==> src/rtl/core/rdc_pkg.sv <==
package rdc_pkg;

  localparam int VALUE_W        = 63;
  localparam int VALUE_BITS_DEF = 63;
  localparam int RADIX_W        = 5;
  localparam int REM_W          = 4;
  localparam int CHAR_W         = 7;

  localparam logic [RADIX_W-1:0] RADIX_RESET = 5'd10;
  localparam logic [RADIX_W-1:0] BASE_MIN    = 5'd2;
  localparam logic [RADIX_W-1:0] BASE_MAX    = 5'd16;

  localparam logic [CHAR_W-1:0] CHAR_ZERO = 7'd48;
  localparam logic [CHAR_W-1:0] CHAR_NINE = 7'd57;
  localparam logic [CHAR_W-1:0] CHAR_A    = 7'd65;
  localparam logic [CHAR_W-1:0] CHAR_F    = 7'd70;

  // commands from the controller to the datapath
  typedef struct packed {
    logic load;   // take a new value, clear the partial remainder
    logic step;   // one shift-subtract step of the division
    logic emit;   // move the finished digit into the output register
  } rdc_cmd_t;

  // status from the datapath to the controller
  typedef struct packed {
    logic q_zero;    // quotient is zero: the current digit is the last
    logic out_free;  // output register can take a digit this cycle
  } rdc_status_t;

  function automatic logic [RADIX_W-1:0] eff_base(input logic [RADIX_W-1:0] r);
    logic [RADIX_W-1:0] b;
    b = r;
    if (r < BASE_MIN) b = BASE_MIN;
    if (r > BASE_MAX) b = BASE_MAX;
    return b;
  endfunction

  function automatic logic [CHAR_W-1:0] ascii_of(input logic [REM_W-1:0] d);
    logic [CHAR_W-1:0] c;
    if (d < 4'd10) c = CHAR_ZERO + CHAR_W'(d);
    else           c = CHAR_A + CHAR_W'(d) - 7'd10;
    return c;
  endfunction

endpackage

==> src/rtl/core/rdc_ctrl.sv <==
module rdc_ctrl
  import rdc_pkg::*;
#(
  parameter int VALUE_BITS = VALUE_BITS_DEF
) (
  input  logic        clk,
  input  logic        rst_n,
  input  logic        in_valid,
  output logic        in_stall,
  input  rdc_status_t status,
  output rdc_cmd_t    cmd
);

  localparam int CW = (VALUE_BITS > 1) ? $clog2(VALUE_BITS) : 1;
  localparam logic [CW-1:0] LAST_STEP = CW'(VALUE_BITS - 1);

  typedef enum logic [2:0] {
    ST_IDLE = 3'b001,
    ST_DIV  = 3'b010,
    ST_EMIT = 3'b100
  } state_t;

  state_t        state_r, state_nxt;
  logic [CW-1:0] cnt_r, cnt_nxt;

  always_comb begin
    state_nxt = state_r;
    cnt_nxt   = cnt_r;
    cmd       = '0;
    in_stall  = 1'b1;
    case (state_r)
      ST_IDLE: begin
        in_stall = 1'b0;
        if (in_valid) begin
          cmd.load  = 1'b1;
          cnt_nxt   = '0;
          state_nxt = ST_DIV;
        end
      end
      ST_DIV: begin
        cmd.step = 1'b1;
        cnt_nxt  = cnt_r + 1'b1;
        if (cnt_r == LAST_STEP) state_nxt = ST_EMIT;
      end
      ST_EMIT: begin
        if (status.out_free) begin
          cmd.emit  = 1'b1;
          cnt_nxt   = '0;
          state_nxt = status.q_zero ? ST_IDLE : ST_DIV;
        end
      end
      default: begin
        state_nxt = ST_IDLE;
      end
    endcase
  end

  always_ff @(posedge clk) begin
    if (!rst_n) begin
      state_r <= ST_IDLE;
      cnt_r   <= '0;
    end else begin
      state_r <= state_nxt;
      cnt_r   <= cnt_nxt;
    end
  end

endmodule

==> src/rtl/core/rdc_datapath.sv <==
module rdc_datapath
  import rdc_pkg::*;
#(
  parameter int VALUE_BITS = VALUE_BITS_DEF
) (
  input  logic               clk,
  input  logic               rst_n,
  input  logic [VALUE_W-1:0] in_value,
  input  logic               cfg_valid,
  input  logic [RADIX_W-1:0] cfg_radix,
  input  rdc_cmd_t           cmd,
  output rdc_status_t        status,
  input  logic               out_stall,
  output logic               out_valid,
  output logic [CHAR_W-1:0]  out_digit_char,
  output logic               out_last,
  output logic               out_empty_res
);

  logic [RADIX_W-1:0]    radix_r;
  logic [VALUE_BITS-1:0] q_r;
  logic [REM_W-1:0]      rem_r;
  logic                  zero_r;
  logic                  out_valid_r;
  logic [CHAR_W-1:0]     digit_r;
  logic                  last_r;
  logic                  empty_r;

  logic [RADIX_W-1:0] base;
  logic [RADIX_W-1:0] trial;
  logic [RADIX_W-1:0] diff;
  logic               ge;
  logic [REM_W-1:0]   rem_nxt;

  // restoring shift-subtract, one quotient bit a cycle
  assign base    = eff_base(radix_r);
  assign trial   = {rem_r, q_r[VALUE_BITS-1]};
  assign ge      = (trial >= base);
  assign diff    = trial - base;
  assign rem_nxt = ge ? diff[REM_W-1:0] : trial[REM_W-1:0];

  assign status.q_zero   = (q_r == '0);
  assign status.out_free = !out_valid_r || !out_stall;

  always_ff @(posedge clk) begin
    if (!rst_n) begin
      radix_r     <= RADIX_RESET;
      out_valid_r <= 1'b0;
    end else begin
      if (cfg_valid) radix_r <= cfg_radix;
      if (cmd.emit) out_valid_r <= 1'b1;
      else if (!out_stall) out_valid_r <= 1'b0;
    end
  end

  always_ff @(posedge clk) begin
    if (cmd.load) begin
      q_r    <= in_value[VALUE_BITS-1:0];
      rem_r  <= '0;
      zero_r <= (in_value[VALUE_BITS-1:0] == '0);
    end else if (cmd.step) begin
      q_r   <= {q_r[VALUE_BITS-2:0], ge};
      rem_r <= rem_nxt;
    end else if (cmd.emit) begin
      rem_r <= '0;
    end
    if (cmd.emit) begin
      digit_r <= ascii_of(rem_r);
      last_r  <= status.q_zero;
      empty_r <= zero_r;
    end
  end

  assign out_valid      = out_valid_r;
  assign out_digit_char = digit_r;
  assign out_last       = last_r;
  assign out_empty_res  = empty_r;

endmodule

==> src/rtl/core/radix_digit_converter.sv <==
// radix_digit_converter: writes a non-negative integer out as digits of a base
// from 2 to 16, one ascii character '0'-'9' / 'A'-'F' per result item
// input channel: in_valid / in_stall with in_value; an item is taken while idle
// result channel: out_valid / out_stall; digits come least significant first,
//   out_last marks the most significant digit, a zero value gives a single '0'
//   item with both out_last and out_empty_res set
// config: cfg_valid / cfg_ready with cfg_radix, always ready, write only while idle;
//   radix 0 and 1 act as base 2, 17 to 31 as base 16
// digits: each digit is one restoring division on the shift-subtract unit,
//   followed by a load of the output register
// a digit waiting in the output register does not block the divider on the
//   next digit; the unit only holds when a second digit is ready and the
//   receiver still stalls, and a new item is taken as soon as the last digit
//   has moved into the output register
// reset (synchronous, rst_n low): controller idle, output empty, radix back to 10
module radix_digit_converter
  import rdc_pkg::*;
#(
  parameter int VALUE_BITS = VALUE_BITS_DEF
) (
  input  logic               clk,
  input  logic               rst_n,
  // item input
  input  logic               in_valid,
  output logic               in_stall,
  input  logic [VALUE_W-1:0] in_value,
  // digit output
  output logic               out_valid,
  input  logic               out_stall,
  output logic [CHAR_W-1:0]  out_digit_char,
  output logic               out_last,
  output logic               out_empty_res,
  // radix register write
  input  logic               cfg_valid,
  output logic               cfg_ready,
  input  logic [RADIX_W-1:0] cfg_radix
);

  rdc_cmd_t    cmd;
  rdc_status_t status;

  // radix register can always take a write
  assign cfg_ready = 1'b1;

  // sequencer: idle, divide, hand the digit over
  rdc_ctrl #(
    .VALUE_BITS (VALUE_BITS)
  ) u_ctrl (
    .clk      (clk),
    .rst_n    (rst_n),
    .in_valid (in_valid),
    .in_stall (in_stall),
    .status   (status),
    .cmd      (cmd)
  );

  // quotient/remainder registers, radix register and output register
  rdc_datapath #(
    .VALUE_BITS (VALUE_BITS)
  ) u_dp (
    .clk            (clk),
    .rst_n          (rst_n),
    .in_value       (in_value),
    .cfg_valid      (cfg_valid && cfg_ready),
    .cfg_radix      (cfg_radix),
    .cmd            (cmd),
    .status         (status),
    .out_stall      (out_stall),
    .out_valid      (out_valid),
    .out_digit_char (out_digit_char),
    .out_last       (out_last),
    .out_empty_res  (out_empty_res)
  );

endmodule

==> config.mk <==
export PLATFORM = sky130hd
export DESIGN_NAME = radix_digit_converter
export DESIGN_NICKNAME = d
export VERILOG_FILES = /design/src/rtl/core/rdc_pkg.sv /design/src/rtl/core/rdc_ctrl.sv /design/src/rtl/core/rdc_datapath.sv /design/src/rtl/core/radix_digit_converter.sv
export SDC_FILE = /design/constraint.sdc
export NUM_CORES = 1
export LEC_CHECK = 0
export BUFFER_PORTS_ARGS = -buffer_cell sky130_fd_sc_hd__buf_2
export CAP_MARGIN = 15
export CORE_ASPECT_RATIO = 1.75
export CORE_UTILIZATION = 60
export CTS_CLUSTER_SIZE = 8
export DETAILED_ROUTE_END_ITERATION = 8
export PLACE_DENSITY = 0.86
export SYNTH_ARGS = -nofsm -noshare
export SYNTH_HDL_FRONTEND = slang
export SYNTH_HIERARCHICAL = 1
export SYNTH_SLANG_ARGS = --single-unit
==> constraint.sdc <==
create_clock -name clk -period 4.1 [get_ports clk]
set_input_delay 0 -clock clk [delete_from_list [all_inputs] [get_ports clk]]
set_output_delay 0 -clock clk [all_outputs]
set_load 0.01 [all_outputs]
==> impl_metrics.json, run 1 <==
{
  "layout_min_cycle_time_ns": 2.20,
  "synthCells": 330,
  "synth.avg_cell_area_um2": 13.5,
  "vias": 3638,
  "grt_max_degree": 71,
  "p_per_area_nw_per_um2": 396,
  "seq_area_frac_synth": 0.578,
  "ys_ff_latch": 92,
  "nets": 565,
  "status": "complete, no violations",
  "hpwl_um": 7060,
  "yosys_warnings": 6,
  "diodes": 0,
  "postSynth.asyncResetShare": 0,
  "holdCritPathClass": "in -> reg",
  "cts_tree": "yes",
  "rsz0062_at_grt": "false",
  "setup_tns_ns": 0,
  "cts_buffer_depth": 2,
  "worst_ep_required_time_ns": 4.32,
  "clk_latency_ns": 0.34,
  "final_cell_mix": "buf_2, edfxtp_1, dlygate4sd3_1, mux2_2, nor4_1",
  "syn_to_final_growth_pct": 31.9,
  "drive_gt1_frac": 0.297,
  "numPortBuffers": 83,
  "wl_met1_um": 4180,
  "setup_violations": 0,
  "viasPerCell": 6.34,
  "clk_pin_slew_worst_paths_ns": 0.06,
  "cp-end-kind": "flip-flop",
  "final_hold_viol_count": 0,
  "routed_wl_um": 12400,
  "place.gp.congestion": 0.918,
  "dieArea_um2": 7780,
  "crit_type": "reg -> reg",
  "dr.pass1.iters": 4,
  "clockRootBuffer": "clkbuf_16",
  "start_kind": "flip-flop",
  "wl_met3_um": 604,
  "synth_area_um2": 4450,
  "die_w_um": 67.1,
  "start_util": 0.619,
  "cts.sinks": 92,
  "track_usage": 0.347,
  "worstPathMaxFanout": 3,
  "drtAntennaViolNets": 0,
  "chipHeight_um": 116,
  "syn-num-nets": 412,
  "synth_flop_cell": "edfxtp_1",
  "drtIter0Drc": 353,
  "fillCellCount": 402,
  "core_area_um2": 7180,
  "postCtsSetupBuffers": 0,
  "mostFrequentLayoutCell": "buf_2",
  "max_slew_margin": 0.423,
  "peakVddDrop_uv": 320,
  "overflow": 0,
  "num_io_pins": 85,
  "rows": 41,
  "synth_edf_count": 73,
  "fin_skew_ns": 0.00392,
  "fin_crit_sh": 0.537,
  "antenna_found_initial": 0,
  "yosysUniqueCellTypes": 60,
  "drv_cap": 0,
  "worst_ep_arrival_time_ns": 2.43,
  "top_layer_used": "met4",
  "dr_wl_met2_um": 6920,
  "post-route-util": 0.817,
  "cts_buffers": 9,
  "fmax_mhz": 454,
  "wl_per_cell_um": 21.5,
  "grt_pass1_vias": 3824,
  "grt_pass1_wl_um": 19100,
  "drc": 0,
  "cts_max_level": 3,
  "worstMarginPinSlew_ns": 0.866,
  "leakagePower_nw": 2.13,
  "drv_slew": 0
}
-- layer usage --
metal  track usage  up-vias
li1              -     1620
met1         0.343     1758
met2         0.629      197
met3        0.0758       63
met4         0.217        0
met5             0        -
-- metrics by stage --
stage | hold WS (ns) | instance area [um^2] | cells | power (W) | setup WS (ns)
2_1_floorplan | 0.0619 | 4450 | 330 | 0.00139 | 1.70
3_3_place_gp | 0.219 | 4930 | 491 | 0.00149 | 2.06
3_5_place_dp | 0.229 | 4930 | 491 | 0.00150 | 2.00
4_1_cts | 0.00150 | 5870 | 574 | 0.00229 | 1.98
5_1_grt | 0.0249 | 5870 | 574 | 0.00239 | 1.81
6_report | 0.0143 | 5870 | 574 | 0.00232 | 1.90
-- worst paths after layout --
path                              start                              to  slack [ns]  cells after the start
setup / recovery  u_dp/q_r[5]$_DFFE_PP_  u_ctrl/state_r[0]$_SDFFE_PN1P_        1.90                      5
setup reg to reg  u_dp/q_r[5]$_DFFE_PP_  u_ctrl/state_r[0]$_SDFFE_PN1P_        1.90                      5
hold reg to reg   u_dp/zero_r$_DFFE_PP_    u_dp/out_empty_res$_DFFE_PP_        0.44                      0
hold / removal              in_value[0]           u_dp/q_r[0]$_DFFE_PP_        0.01                      2
-- cell families (layout without fill, tap and decap cells) --
group	after synthesis	after routing	synth area share
buffers and inverters	22	180	0.0231
AO/OA/AOI/OAI	38	38	0.0661
adder cells (fa/ha/maj)	9	9	0.0270
other	1	1	0.000843
multiplexers	68	68	0.171
XOR/XNOR	2	2	0.00394
flip-flops	92	92	0.578
AND/OR/NAND/NOR	98	98	0.130
-- flip-flops by register name, indices dropped and copies added (netlist names) --
name	count
u_dp/out_last	1
u_ctrl/state_r	3
u_dp/radix_r	5
u_dp/out_valid	1
u_dp/out_empty_res	1
u_dp/q_r	63
u_ctrl/cnt_r	6
u_dp/out_digit_char	7
u_dp/rem_r	4
u_dp/zero_r	1
-- cell usage after synthesis, types with 2 or more instances --
cell      instances  area, um^2
buf_1             3        11.3
or3b_2            2        17.5
or4_1             2        15.0
nand4_1           9        56.3
nor3_1            5        25.0
nor2b_1           5        31.3
inv_1            10        37.5
mux2_1           28         315
a211oi_2          2        25.0
dfxtp_1          19         380
nor2_1            5        18.8
nand2_1          18        67.6
ha_1              8         100
buf_2             4        20.0
mux2i_1           5        50.1
a21oi_1           8        40.0
o31ai_1           2        15.0
o21a_1            2        15.0
edfxtp_1         73        2190
nand3_1           5        25.0
o311ai_1          2        17.5
a211oi_1          2        15.0
nor4_1           32         200
o211ai_1          2        15.0
o21ai_0           5        25.0
mux2_2           35         394
xnor2_1           2        17.5
nand2b_1          3        18.8
-- power by group --
group          total [W]  leakage (nW)  switching (W)  internal (W)
logic           0.000366          1.17       0.000179      0.000187
clock network   0.000755         0.129       0.000332      0.000423
registers        0.00120         0.830      0.0000621       0.00114
-- worst max-delay path, stage by stage (launching register included) --
cell	delay (ns)
edfxtp_1	0.40
nor4_1	0.51
nand4_1	0.16
nor4_1	0.56
a211oi_1	0.15
o31ai_1	0.30
-- final cells by class --
cell class / count / area, um^2 / share of cell area
clock buffers: 13 / 250 / 0.0426
clock inverters: 3 / 12.5 / 0.00213
inverters: 11 / 43.8 / 0.00746
multi-input cells: 216 / 1770 / 0.302
flip-flops and latches: 92 / 2570 / 0.438
well taps: 86 / 108 / 0.0183
repair buffers: 153 / 1110 / 0.189
-- repair_timing --
action | in CTS | in global routing
hold buffers | 67 | 0
hold endpoints to repair | 65 | 0
gates resized for setup | 0 | 0
setup endpoints to repair | 0 | 0
No activity file was read; power rests on OpenSTA's default activity.
==> run 2, diff against run 1 <==
Settings changed: ABC_AREA set to 1, CORE_UTILIZATION 60 to 50, PLACE_DENSITY 0.86 to 0.76.
Clock period 4.1 ns to 2 ns, I/O delays scaled along.
==> impl_metrics.json, run 2 <==
{
  "synth_common_cells": "nand2_1, edfxtp_1, inv_1",
  "clockRootBuffer": "clkbuf_16",
  "clk_pin_slew_worst_paths_ns": 0.06,
  "final_cell_mix": "nand2_1, buf_2, dlygate4sd3_1, edfxtp_1, inv_1",
  "cts_buffers": 9,
  "p_per_area_nw_per_um2": 1200,
  "use_met3": 0.0330,
  "violations": "hold timing",
  "synth_most_common_cell": "nand2_1",
  "largest_register_ffs": 63,
  "synth_edf_count": 73,
  "synth_area_um2": 4520,
  "core_area_um2": 8730,
  "worstMarginPinSlew_ns": 0.542,
  "rows": 45,
  "overflow": 0,
  "start_util": 0.518,
  "postSynth.asyncResetShare": 0,
  "grt_max_degree": 64,
  "fin_crit_sh": 0.932,
  "antenna_found_initial": 1,
  "yosys_warnings": 6,
  "place.gp.congestion": 0.870,
  "yosysUniqueCellTypes": 33,
  "worst_ep_required_time_ns": 2.23,
  "holdCritPathClass": "in -> reg",
  "grt.met2_usage": 0.517,
  "synth.avg_cell_area_um2": 8.71,
  "viasPerCell": 5.31,
  "postCtsSetupBuffers": 0,
  "crit_type": "reg -> reg",
  "wl_per_cell_um": 15.5,
  "start_kind": "flip-flop",
  "leakagePower_nw": 2.65,
  "cts_max_level": 3,
  "seq_area_frac_synth": 0.569,
  "worstPathCellList": "nor4_1, buf_4, nand4_1, nor2_1, o21ai_0, nand3_1, a21oi_1",
  "drv_cap": 0,
  "drtAntennaViolNets": 0,
  "dieArea_um2": 9440,
  "max_slew_margin": 0.635,
  "grt_pass1_wl_um": 19500,
  "mostFrequentLayoutCell": "nand2_1",
  "num_io_pins": 85,
  "layout_min_cycle_time_ns": 1.86,
  "cp-end-kind": "flip-flop",
  "ff_latch_area_um2": 2570,
  "cts_buffer_depth": 2,
  "top_register": "u_dp/q_r",
  "clk_latency_ns": 0.35,
  "drive_gt1_frac": 0.176,
  "hold_depth": 3,
  "cts_tree": "yes",
  "slowest_stage": "edfxtp_1",
  "max_stage_delay_ns": 0.41,
  "fillCellCount": 636,
  "syn-num-nets": 601,
  "globalRouteMet1Util": 0.291,
  "rsz0062_at_grt": "false",
  "synth_top_area_cell": "edfxtp_1",
  "synth_flop_cell": "edfxtp_1",
  "final_hold_viol_count": 1,
  "setup_violations": 0,
  "grt_most_used_layer": "met2",
  "grt_pass1_vias": 4303,
  "setup_tns_ns": 0,
  "drv_slew": 0,
  "drc": 0,
  "numPortBuffers": 83,
  "status": "finished, violations left",
  "peakVddDrop_uv": 874,
  "holdWs_ns": -0.0160,
  "dr.pass1.iters": 5,
  "hpwl_um": 7340,
  "reg2reg_depth": 7,
  "fin_skew_ns": 0.00642,
  "synth.area.top_cells": "edfxtp_1, nand2_1, dfxtp_1",
  "die_w_um": 73.9,
  "routed_wl_um": 12400,
  "nets": 760,
  "yosys.area.top_type_share": 0.485,
  "track_usage": 0.279,
  "drtIter0Drc": 293,
  "worstPathMaxFanout": 3,
  "synthCells": 519,
  "fmax_mhz": 536,
  "ys_ff_latch": 92,
  "cts.sinks": 92,
  "post-route-util": 0.703,
  "vias": 4253,
  "multiInputGateArea_um2": 1750,
  "syn_to_final_growth_pct": 35.7,
  "chipHeight_um": 128,
  "finalPower_w": 0.00739,
  "worst_ep_arrival_time_ns": 2.09
}
## run 2: worst paths after layout
kind / from / slack [ns] / endpoint
worst max register to register: u_dp/q_r[25]$_DFFE_PP_ / 0.14 / u_ctrl/state_r[1]$_SDFFE_PN0P_
worst max-delay path: u_dp/q_r[25]$_DFFE_PP_ / 0.14 / u_ctrl/state_r[1]$_SDFFE_PN0P_
worst min-delay path: in_value[16] / -0.02 / u_dp/q_r[16]$_DFFE_PP_
worst min register to register: u_dp/zero_r$_DFFE_PP_ / 0.46 / u_dp/out_empty_res$_DFFE_PP_
## run 2: where the power goes
part	leakage, nW	internal, W	switching [W]
clock	0.147	0.00109	0.000722
combinational	1.66	0.000750	0.00144
sequential	0.849	0.00301	0.000373
## run 2: timing repair
action	CTS	global route
gates resized for setup	0	2
hold endpoints to repair	68	0
endpoints found under the setup margin	0	1
hold buffers	74	0
## run 2: critical path: cells and delay by family, from the launching register on
| kind | cells | cell delay [ns] |
|---|---|---|
| DFF | 1 | 0.41 |
| buffers and inverters | 1 | 0.18 |
| and+or+nand+nor | 4 | 0.91 |
| AOI/OAI and AO/OA | 2 | 0.24 |
## run 2: metrics by stage
stage / setup slack [ns] / hold slack (ns) / area, um^2 / instances
finish: 0.135 / -0.0160 / 6140 / 801
global route: 0.0353 / 0.0123 / 6140 / 801
CTS: 0.176 / 0.000148 / 6130 / 800
detailed placement: 0.161 / 0.221 / 5080 / 710
global placement: 0.282 / 0.220 / 5080 / 710
floorplan: 0.0173 / 0.0841 / 4520 / 519
## run 2: cells by family after synthesis
logic type,count (synthesis),share of synthesized area
compound gates,41,0.0479
xor+xnor,2,0.00387
fa+ha+maj,9,0.0266
buf+inv,53,0.0470
flops,92,0.569
other cells,1,0.000829
simple gates,321,0.305
## run 2: cell type report
cell class / count / share of cell area
repair buffers: 163 / 0.198
flip-flops and latches: 92 / 0.419
multi-input cells: 374 / 0.285
clock inverters: 5 / 0.0124
well taps: 117 / 0.0239
diodes: 1 / 0.000408
inverters: 38 / 0.0237
clock buffers: 11 / 0.0379
## run 2: per-layer routing
metal | share of wire | vias up | wire length, um
met5 | 0 | - | 0
met3 | 0.052 | 41 | 642
met4 | 0.044 | 0 | 550
met2 | 0.56 | 195 | 6930
li1 | - | 2051 | -
met1 | 0.34 | 1966 | 4280
==> run 3, diff against run 2 <==
Settings changed: CAP_MARGIN 15 to 20, CORE_UTILIZATION 50 to 56, PLACE_DENSITY 0.76 to 0.8.
Clock period 2 ns to 2.1 ns, I/O delays scaled along.
==> impl_metrics.json, run 3 (synthesized netlist as in run 2, its figures left out) <==
{
  "status": "complete, no violations",
  "comb_power_share": 0.295,
  "cts_buffers": 9,
  "fin_crit_sh": 0.884,
  "drtIter0Drc": 420,
  "drv_cap": 0,
  "drive_gt1_frac": 0.178,
  "num_io_pins": 85,
  "reg2reg_depth": 10,
  "track_usage": 0.299,
  "cts.sinks": 92,
  "r2r-start": "u_dp/radix_r[2]$_SDFFE_PN0P_",
  "crit_start": "u_dp/radix_r[2]$_SDFFE_PN0P_",
  "p_per_area_nw_per_um2": 1140,
  "cts_tree": "yes",
  "pwr-share-clk": 0.243,
  "viasPerCell": 5.53,
  "cts_max_level": 3,
  "largest_register_ffs": 63,
  "layout_min_cycle_time_ns": 1.86,
  "chipHeight_um": 121,
  "peakVddDrop_uv": 772,
  "post-route-util": 0.778,
  "final_cell_mix": "nand2_1, buf_2, dlygate4sd3_1, edfxtp_1, inv_1",
  "slowest_stage": "dfxtp_1",
  "pwr-share-seq": 0.462,
  "crit_end": "u_dp/rem_r[3]$_SDFFE_PP0P_",
  "worst_ep_required_time_ns": 2.36,
  "wl_per_cell_um": 15.7,
  "worstPathCellList": "nor2_1, o21ai_0, ha_1, nand3_1, nand2_2, nand2_4, nand2_2, nand2_1, nand3_1, a21oi_1",
  "max_slew_margin": 0.444,
  "max_stage_delay_ns": 0.40,
  "clk_latency_ns": 0.34,
  "final_hold_viol_count": 0,
  "antenna_found_initial": 0,
  "fmax_mhz": 539,
  "clk_pin_slew_worst_paths_ns": 0.07,
  "overflow": 0,
  "grt_pass1_wl_um": 19600,
  "worst_ep_arrival_time_ns": 2.12,
  "drv_slew": 0,
  "pre_cts_slack_ns": 0.284,
  "grt_pass1_vias": 4296,
  "drtAntennaViolNets": 0,
  "routed_wl_um": 12100,
  "swShare": 0.340,
  "p_int_w": 0.00460,
  "grt_max_degree": 74,
  "p_switching_w": 0.00236,
  "crit_type": "reg -> reg",
  "worstPathMaxFanout": 6,
  "start_kind": "flip-flop",
  "diodes": 0,
  "cp-end-kind": "flip-flop",
  "start_util": 0.576,
  "syn_to_final_growth_pct": 35.1,
  "clockRootBuffer": "clkbuf_16",
  "hpwl_um": 6970,
  "top_register": "u_dp/q_r",
  "reg2reg_slack_ns": 0.24,
  "dieArea_um2": 8450,
  "leakagePower_nw": 2.66,
  "numPortBuffers": 83,
  "mostFrequentLayoutCell": "nand2_1",
  "cts.repair.resized": 0,
  "fillCellCount": 512,
  "setup_tns_ns": 0,
  "vias": 4266,
  "rows": 43,
  "fin_skew_ns": 0.00548,
  "timing.rr.end": "u_dp/rem_r[3]$_SDFFE_PP0P_",
  "nets": 758,
  "setup_violations": 0,
  "die_w_um": 69.9,
  "place.gp.congestion": 0.847,
  "setup_ws_ns": 0.243,
  "worstMarginPinSlew_ns": 0.833,
  "rsz0062_at_grt": "false",
  "dr.pass1.iters": 8,
  "cts_buffer_depth": 2,
  "holdCritPathClass": "in -> reg",
  "drc": 0,
  "core_area_um2": 7860
}
## run 3: area by class of cell
| cell class | instances | area (um^2) | share of cell area |
|---|---|---|---|
| multi-input cells | 374 | 1750 | 0.286 |
| flip-flops and latches | 92 | 2570 | 0.421 |
| clock buffers | 12 | 300 | 0.0492 |
| repair buffers | 161 | 1210 | 0.198 |
| inverters | 38 | 143 | 0.0234 |
| well taps | 90 | 113 | 0.0184 |
| clock inverters | 4 | 22.5 | 0.00369 |
## run 3: worst max-delay path: cells and delay by family, from the launching register on
kind,cells,cell delay [ns]
simple gates,7,0.60
compound gates,2,0.46
flops,1,0.40
fa+ha+maj,1,0.31
## run 3: power by group through the flow
stage                     combinational (W)  sequential (W)  clock, W
final                               0.00205         0.00321   0.00169
after floorplan                     0.00140         0.00312         0
after detailed placement            0.00187         0.00322         0
after CTS                           0.00199         0.00319   0.00171
after global routing                0.00230         0.00326   0.00179
after global placement              0.00180         0.00319         0
## run 3: worst min path at each step
stage,depth (start not counted),end,slack (ns),from
finish,3,u_dp/q_r[18]$_DFFE_PP_,0.04,in_value[18]
global route,3,u_dp/q_r[18]$_DFFE_PP_,0.02,in_value[18]
CTS,3,u_dp/radix_r[4]$_SDFFE_PN0P_,0.03,cfg_valid
detailed placement,3,u_dp/radix_r[1]$_SDFFE_PN1P_,0.23,cfg_radix[1]
global placement,3,u_dp/radix_r[1]$_SDFFE_PN1P_,0.21,cfg_radix[1]
floorplan,1,u_dp/radix_r[1]$_SDFFE_PN1P_,0.08,rst_n
## run 3: per-stage QoR
| step | cell area [um^2] | hold slack [ns] | power, W | cells |
|---|---|---|---|---|
| final | 6110 | 0.0363 | 0.00696 | 771 |
| after global routing | 6110 | 0.0237 | 0.00735 | 771 |
| after CTS | 6110 | 0.0300 | 0.00690 | 771 |
| after detailed placement | 5040 | 0.231 | 0.00509 | 681 |
| after global placement | 5040 | 0.215 | 0.00499 | 681 |
| after floorplan | 4520 | 0.0841 | 0.00451 | 519 |
## run 3: per-layer routing
layer,track usage,wire (um),up-vias
li1,-,-,2044
met1,0.325,4350,1979
met2,0.546,6680,209
met3,0.0565,745,34
met4,0.153,362,0
met5,0,0,-
## run 3: timing repair
action                                 CTS  global route
endpoints found under the hold margin   68             0
setup buffers                            0             0
hold buffers                            74             0
